**config.mk**
```make
export PLATFORM = sky130hd
export DESIGN_NAME = phs_parser
export DESIGN_NICKNAME = d
export VERILOG_FILES = /design/src/rtl/phs_pkg.sv /design/src/rtl/phs_parser.sv
export SDC_FILE = /design/constraint.sdc
export NUM_CORES = 1
export LEC_CHECK = 0
export BUFFER_PORTS_ARGS = -buffer_cell sky130_fd_sc_hd__buf_4
export CAP_MARGIN = 40
export CORE_AREA = 3 3 270 272
export CTS_BUF_LIST = sky130_fd_sc_hd__clkbuf_8
export DETAILED_ROUTE_END_ITERATION = 8
export DIE_AREA = 0 0 273 275
export PLACE_DENSITY = 0.59
export SETUP_SLACK_MARGIN = 0.3
export SLEW_MARGIN = 20
export SYNTH_ARGS = -nofsm -noshare
export SYNTH_HDL_FRONTEND = slang
export SYNTH_SLANG_ARGS = --single-unit
```
**constraint.sdc**
```tcl
create_clock -name clock -period 8.15 [get_ports clock]
set_input_delay 1.63 -clock clock [delete_from_list [all_inputs] [get_ports clock]]
set_output_delay 1.63 -clock clock [all_outputs]
set_load 0.02 [all_outputs]
```
**src/rtl/phs_pkg.sv**
```systemverilog
// ----------------------------------------------------------------------------
// phs_pkg
// Types and constants shared by the packet header statistics modules.
// ----------------------------------------------------------------------------
package phs_pkg;

   // Item kinds on the request channel.
   localparam logic KindByte = 1'b0;
   localparam logic KindRead = 1'b1;

   // Parser positions and header constants.
   localparam logic [15:0] IdlePos       = 16'hFFFF;
   localparam logic [15:0] PosEthHi      = 16'd12;
   localparam logic [15:0] PosEthLo      = 16'd13;
   localparam logic [15:0] PosVersion    = 16'd14;
   localparam logic [15:0] PosProto      = 16'd23;
   localparam logic [15:0] PosIcmpType   = 16'd34;
   localparam logic [15:0] PosIcmpCode   = 16'd35;
   localparam logic [15:0] PosTcpOffset  = 16'd46;
   localparam logic [15:0] PosTcpFlags   = 16'd47;
   localparam logic [15:0] PosOptStart   = 16'd54;
   localparam logic [7:0]  OptStart      = 8'd54;
   localparam logic [7:0]  OptEndBase    = 8'd34;
   localparam logic [5:0]  TcpBaseHdrLen = 6'd20;
   localparam logic [15:0] EthIpv4       = 16'h0800;
   localparam logic [15:0] EthArp        = 16'h0806;
   localparam logic [15:0] EthShortLimit = 16'h0600;
   localparam logic [3:0]  VersionIpv6   = 4'h6;
   localparam logic [7:0]  ProtoIcmp     = 8'd1;
   localparam logic [7:0]  ProtoTcp      = 8'd6;
   localparam logic [7:0]  OptKindEnd    = 8'd0;
   localparam logic [7:0]  OptKindNop    = 8'd1;
   localparam logic [7:0]  OptMinLen     = 8'd2;

   // Option walk and IPv4 flag bits.
   localparam int FlagWalk = 0;
   localparam int FlagNop  = 1;
   localparam int FlagLen  = 2;
   localparam int FlagIpv4 = 3;

   // Class and flag counter slots.
   localparam int NumCf     = 10;
   localparam int CfIpv6    = 0;
   localparam int CfIpv4    = 1;
   localparam int CfArp     = 2;
   localparam int CfShort   = 3;
   localparam int CfTcpFlag = 4;
   localparam int NumTcpFlags = 6;

   // Histogram regions.
   localparam logic [1:0] HistProto = 2'd0;
   localparam logic [1:0] HistType  = 2'd1;
   localparam logic [1:0] HistCode  = 2'd2;
   localparam logic [1:0] HistOpt   = 2'd3;
   localparam int HistDepth = 1024;
   localparam int HistAw    = 10;

   // Statistic read indexes.
   localparam logic [10:0] StatTotal   = 11'd0;
   localparam logic [10:0] StatSum     = 11'd1;
   localparam logic [10:0] StatMin     = 11'd2;
   localparam logic [10:0] StatMax     = 11'd3;
   localparam logic [10:0] StatCfBase  = 11'd4;
   localparam logic [10:0] StatHistBase = 11'd14;
   localparam logic [10:0] StatLast    = 11'd1037;

   localparam int ValueWidth = 48;

   // One access to the histogram memory.
   typedef struct packed {
      logic              valid;
      logic              bump;
      logic [HistAw-1:0] addr;
   } hist_req_type;

endpackage

```
**src/rtl/phs_parser.sv**
```systemverilog
// ----------------------------------------------------------------------------
// phs_parser
// Byte parser with the packet-level and class/flag counters, and the
// statistic read decode. Issues at most one histogram access per item.
// ----------------------------------------------------------------------------
module phs_parser import phs_pkg::*; #(
   parameter int CounterWidth = 32
) (
   input  logic                  clock,
   input  logic                  reset,
   input  logic                  fire,
   input  logic                  req_kind,
   input  logic [7:0]            req_data_byte,
   input  logic                  req_first_byte,
   input  logic                  req_last_byte,
   input  logic [15:0]           req_wire_length,
   input  logic [10:0]           req_stat_index,
   output hist_req_type          hist_req,
   output logic                  rd_hist_sel,
   output logic                  rd_ok,
   output logic [ValueWidth-1:0] rd_value
);

   localparam logic [CounterWidth-1:0] CntMax = {CounterWidth{1'b1}};

   logic [15:0]             pos_ff, pos_in;
   logic [31:0]             latch_ff, latch_in;
   logic [7:0]              cur_ff, cur_in;
   logic [3:0]              flags_ff, flags_in;
   logic [CounterWidth-1:0] total_ff, total_in;
   logic [ValueWidth-1:0]   sum_ff, sum_in;
   logic [15:0]             min_ff, min_in;
   logic [15:0]             max_ff, max_in;
   logic [CounterWidth-1:0] cf_ff [NumCf];
   logic [NumCf-1:0]        cf_bump;

   // Parse one byte and work out the next parser state.
   always_comb begin : parse_comb
      logic [15:0] p;
      logic [31:0] lat;
      logic [7:0]  cur;
      logic [3:0]  fl;
      logic [7:0]  proto;
      logic [7:0]  ender;
      logic [7:0]  b;
      logic [5:0]  hl;
      logic [8:0]  nx;
      logic        ipv4;
      logic [ValueWidth:0] sum_wide;

      pos_in   = pos_ff;
      latch_in = latch_ff;
      cur_in   = cur_ff;
      flags_in = flags_ff;
      total_in = total_ff;
      sum_in   = sum_ff;
      min_in   = min_ff;
      max_in   = max_ff;
      cf_bump  = '0;
      hist_req = '0;
      p     = pos_ff;
      lat   = latch_ff;
      cur   = cur_ff;
      fl    = flags_ff;
      b     = req_data_byte;
      hl    = '0;
      nx    = '0;
      sum_wide = '0;
      proto = lat[23:16];
      ender = lat[31:24];
      ipv4  = fl[FlagIpv4];

      if (fire && req_kind == KindByte) begin
         // Packet start: length statistics and a fresh parser state.
         if (req_first_byte) begin
            if (total_ff == '0 || req_wire_length < min_ff) begin
               min_in = req_wire_length;
            end
            if (req_wire_length > max_ff) begin
               max_in = req_wire_length;
            end
            if (total_ff != CntMax) begin
               total_in = total_ff + 1'b1;
            end
            sum_wide = {1'b0, sum_ff} + (ValueWidth + 1)'(req_wire_length);
            sum_in = sum_wide[ValueWidth] ? {ValueWidth{1'b1}} : sum_wide[ValueWidth-1:0];
            p   = '0;
            lat = '0;
            cur = '0;
            fl  = '0;
         end
         proto = lat[23:16];
         ender = lat[31:24];
         ipv4  = fl[FlagIpv4];

         if (p != IdlePos) begin
            if (p == PosEthHi) begin
               lat[15:8] = b;
            end else if (p == PosEthLo) begin
               lat[7:0] = b;
            end else if (p == PosVersion) begin
               // Classing happens on the version byte.
               if (b[7:4] == VersionIpv6) begin
                  cf_bump[CfIpv6] = 1'b1;
               end else if (lat[15:0] == EthIpv4) begin
                  cf_bump[CfIpv4] = 1'b1;
                  fl[FlagIpv4]    = 1'b1;
               end else if (lat[15:0] == EthArp) begin
                  cf_bump[CfArp] = 1'b1;
               end else if (lat[15:0] < EthShortLimit) begin
                  cf_bump[CfShort] = 1'b1;
               end
            end else if (p == PosProto && ipv4) begin
               lat[23:16] = b;
               hist_req = '{valid: 1'b1, bump: 1'b1, addr: {HistProto, b}};
            end else if (ipv4 && proto == ProtoIcmp && p == PosIcmpType) begin
               hist_req = '{valid: 1'b1, bump: 1'b1, addr: {HistType, b}};
            end else if (ipv4 && proto == ProtoIcmp && p == PosIcmpCode) begin
               hist_req = '{valid: 1'b1, bump: 1'b1, addr: {HistCode, b}};
            end else if (ipv4 && proto == ProtoTcp && p == PosTcpOffset) begin
               // Options exist when the TCP header is longer than its base.
               hl = {b[7:4], 2'b00};
               if (hl > TcpBaseHdrLen) begin
                  lat[31:24]   = OptEndBase + {2'b00, hl};
                  cur          = OptStart;
                  fl[FlagWalk] = 1'b1;
               end
            end else if (ipv4 && proto == ProtoTcp && p == PosTcpFlags) begin
               for (int i = 0; i < NumTcpFlags; i++) begin
                  cf_bump[CfTcpFlag + i] = b[i];
               end
            end else if (fl[FlagWalk] && p >= PosOptStart) begin
               // Option walk: a kind byte, then a length byte for long options.
               if (fl[FlagLen]) begin
                  fl[FlagLen] = 1'b0;
                  if (b < OptMinLen) begin
                     fl[FlagWalk] = 1'b0;
                  end else begin
                     nx = {1'b0, cur} + {1'b0, b};
                     if (nx >= {1'b0, ender}) begin
                        fl[FlagWalk] = 1'b0;
                     end else begin
                        cur = nx[7:0];
                     end
                  end
               end else if (p == {8'd0, cur}) begin
                  if (b == OptKindEnd) begin
                     hist_req     = '{valid: 1'b1, bump: 1'b1, addr: {HistOpt, OptKindEnd}};
                     fl[FlagWalk] = 1'b0;
                  end else if (b == OptKindNop) begin
                     if (!fl[FlagNop]) begin
                        hist_req    = '{valid: 1'b1, bump: 1'b1, addr: {HistOpt, OptKindNop}};
                        fl[FlagNop] = 1'b1;
                     end
                     cur = cur + 1'b1;
                     if (cur >= ender) begin
                        fl[FlagWalk] = 1'b0;
                     end
                  end else begin
                     hist_req = '{valid: 1'b1, bump: 1'b1, addr: {HistOpt, b}};
                     if ({1'b0, cur} + 9'd1 >= {1'b0, ender}) begin
                        fl[FlagWalk] = 1'b0;
                     end else begin
                        fl[FlagLen] = 1'b1;
                     end
                  end
               end
            end
            pos_in = p + 1'b1;
         end else begin
            pos_in = p;
         end

         if (req_last_byte) begin
            pos_in       = IdlePos;
            fl[FlagWalk] = 1'b0;
            fl[FlagLen]  = 1'b0;
         end
         latch_in = lat;
         cur_in   = cur;
         flags_in = fl;
      end else if (fire && req_kind == KindRead) begin
         // A histogram read uses the same memory port as an update.
         if (req_stat_index >= StatHistBase && req_stat_index <= StatLast) begin
            hist_req.valid = 1'b1;
            hist_req.addr  = HistAw'(req_stat_index - StatHistBase);
         end
      end
   end

   // Statistic read decode for the values held in flip-flops.
   always_comb begin : read_comb
      logic [10:0] cf_off;

      cf_off      = req_stat_index - StatCfBase;
      rd_value    = '0;
      rd_ok       = (req_stat_index <= StatLast);
      rd_hist_sel = (req_stat_index >= StatHistBase) && rd_ok;
      if (req_stat_index == StatTotal) begin
         rd_value = ValueWidth'(total_ff);
      end else if (req_stat_index == StatSum) begin
         rd_value = sum_ff;
      end else if (req_stat_index == StatMin) begin
         rd_value = ValueWidth'(min_ff);
      end else if (req_stat_index == StatMax) begin
         rd_value = ValueWidth'(max_ff);
      end else if (req_stat_index < StatHistBase) begin
         rd_value = ValueWidth'(cf_ff[cf_off[3:0]]);
      end
   end

   // Parser and counter registers.
   always_ff @(posedge clock) begin
      if (reset) begin
         pos_ff   <= '0;
         latch_ff <= '0;
         cur_ff   <= '0;
         flags_ff <= '0;
         total_ff <= '0;
         sum_ff   <= '0;
         min_ff   <= '0;
         max_ff   <= '0;
         for (int k = 0; k < NumCf; k++) begin
            cf_ff[k] <= '0;
         end
      end else begin
         pos_ff   <= pos_in;
         latch_ff <= latch_in;
         cur_ff   <= cur_in;
         flags_ff <= flags_in;
         total_ff <= total_in;
         sum_ff   <= sum_in;
         min_ff   <= min_in;
         max_ff   <= max_in;
         for (int k = 0; k < NumCf; k++) begin
            if (cf_bump[k] && cf_ff[k] != CntMax) begin
               cf_ff[k] <= cf_ff[k] + 1'b1;
            end
         end
      end
   end

endmodule

```
==> flow_summary.ini <==
[global_route]
grt-ovfl-total = 0
grt_pass1_vias = 25900
grt_max_degree = 88
grt_usage = 0.252
grt_pass1_wl_mm = 150
antenna_found_initial = 1

[status]
status = complete, no violations

[final_layout]
drive_gt1_frac = 0.116
nNetsFinal = 3631
multiInputGateArea_um2 = 17600
area_delta_synth_final_pct = 11.1
fin_area_um2 = 35300
fillerInstances = 6607
final_util = 0.497
final_cells = 4522
regArea_um2 = 13100

[sta]
rsz0062_at_grt = no
timing.final.ws_setup_ns = 1.48
hold_violations = 0
min_period_over_period = 0.819
timing.hold.ws_ns = 0.452
fmax_ghz = 0.150
worstMarginPinSlew_ns = 0.837
fin_worst_skew_ns = 0.0593
timing.final.max_slew_violations = 0
setup_violations = 0
totalNegativeSetupSlack_ns = 0
slew_headroom = 0.438
post-route-min-period_ns = 6.67

[synthesis]
synth_xor_xnor_area_share = 0.108
muxShareOfSynthArea = 0.0631
synth.cell_area_um2 = 31700
synth-edff-count = 320
synth_simple_gate_area_frac = 0.235
async_reset_ff_frac = 0
ys_ff_latch = 492
synth_fa_ha_area_frac = 0.0353
synth_top_area_frac = 0.303
synthFlopType = edfxtp_1
avgSynthCellArea_um2 = 9.28
synthCells = 3421
synth_top_family_by_area = simple AND/OR/NAND/NOR gates
synth_cell_types = 105
ys_seq_area_frac = 0.411
synth.area.top_cells = edfxtp_1, dfxtp_1, nor2_1
yosysWarningCount = 0
netlist_top_cells_count = nor2_1, edfxtp_1, nand2_1
synth_nets = 3551
synth_compound_area_frac = 0.112
synth_most_common_cell = nor2_1
yosys.area.top_type = edfxtp_1

[critical_path]
cp.required_ns = 6.52
regToRegStartpoint = cur_ff[0]$_SDFFE_PP0P_
reg2reg_depth = 17
r2r_setup_slack_ns = 3.40
cp-start-kind = input port
endpoint_kind = output port
rr_endpoint = cur_ff[3]$_SDFFE_PP0P_
critPathMaxFanout = 58
crit_arrival_ns = 5.04
worstSetupPathType = input port to output port

[drt]
ant_nets = 0
first_pass_iters = 6
viasPerCell = 5.92
dr.first_iter.drc_count = 2681
avgRoutedWirePerCell_um = 21.5
drc = 0
drt_wl_total_mm = 97.1
vias = 26800

[power]
leakagePower_nw = 12.5
powerDensity_nw_per_um2 = 162
total_power_mw = 5.73
ir_worst_vdd_mv = 0.144

[clocking]
clock_sink_count = 492
cts_max_level = 3
cts_buffers = 92
cts_setup_buffers = 0
cts_max_path_buffers = 3
clockRootBuffer = clkbuf_8
cts_tree = yes
holdBufCountCts = 0
worstSkewPairLatency_ns = 0.71
ctsResizeCount = 0
clk_pin_slew_ns = 0.05

[worst_hold_path]
whs_path_depth = 2
hp-start = flags_ff[1]$_SDFFE_PP0P_
hold_class = register to register
min_to = flags_ff[1]$_SDFFE_PP0P_

[floorplan]
initial_core_util = 0.447
die_y_um = 275
die_w_um = 273
rows = 98
design.core.area_um2 = 71000
ios = 103
dieArea_um2 = 75100

[place]
dp_cells = 4349
dpl-instance-area_um2 = 33500
dp_slack_ns = 1.52
port_buffers = 102
hpwlAfterDp_mm = 69.9
place.gp.congestion = 0.937

[run]
drv_cap = 0
## layer usage
| layer | track usage | wire [µm] | up-vias |
|---|---|---|---|
| met1 | 0.350 | 43500 | 13100 |
| met5 | 0 | 0 | - |
| met2 | 0.407 | 44500 | 981 |
| li1 | - | - | 12600 |
| met3 | 0.0378 | 6560 | 137 |
| met4 | 0.0796 | 2570 | 0 |
## registers in the layout, indices dropped and copies added, names as in the netlist
register	cells
cf_ff	320
sum_ff	48
latch_ff	32
total_ff	32
max_ff	16
min_ff	16
pos_ff	16
cur_ff	8
flags_ff	4
## cell type report
class                      count  share of cell area
antenna                        1           0.0000710
sequential                   492               0.370
timing repair buffer         154              0.0376
clock inverter                64             0.00909
inverter                      95              0.0101
tap                          950              0.0337
clock buffer                 100              0.0390
multi-input combinational   2666               0.500
## where the power goes
group	total (mW)	switching, mW	internal (mW)
logic	0.572	0.343	0.228
registers	2.87	0.123	2.74
clock network	2.29	1.13	1.16
## worst max-delay path, cell delays in order
cell and delay [ns]:
buf_4 0.51, inv_1 0.30, nand2_1 0.21, ha_1 0.16, buf_4 0.18, o21a_1 0.12
o2111ai_1 0.12, a21oi_2 0.40, o211ai_1 0.22, a21oi_1 0.29, a21oi_1 0.07, o31ai_1 0.54
buf_4 0.26
## logic make-up after synthesis
group           after synthesis
xor+xnor                    389
simple gates               1516
buf+inv                     263
flops                       492
compound gates              552
mux                         120
fa+ha+maj                    89
## placed cells by master (no fill, tap or decap), types with 32 or more instances in the layout
master and n:
ha_1 87, and2_1 32, and3_1 75, nand2_1 262, mux2i_1 55, clkbuf_8 100
xor2_1 227, a21oi_1 160, mux4_2 64, nor2b_1 50, buf_4 135, nand4_1 83
nor3_1 69, inv_1 131, nand3_1 187, nor2_1 585, xnor2_1 161, dfxtp_1 172
a211oi_1 87, o21ai_0 111, edfxtp_1 320
## worst max path at each step
stage / from / to / slack [ns]
after floorplan: req_stat_index[2] / rd_value[26] / 2.06
after CTS: req_first_byte / hist_req[8] / 1.51
after global placement: req_stat_index[0] / rd_value[0] / 1.58
after global routing: req_first_byte / hist_req[8] / 1.23
final: req_first_byte / hist_req[8] / 1.48
after detailed placement: req_first_byte / hist_req[8] / 1.52
Note: power is estimated with default switching activity, not from simulation.
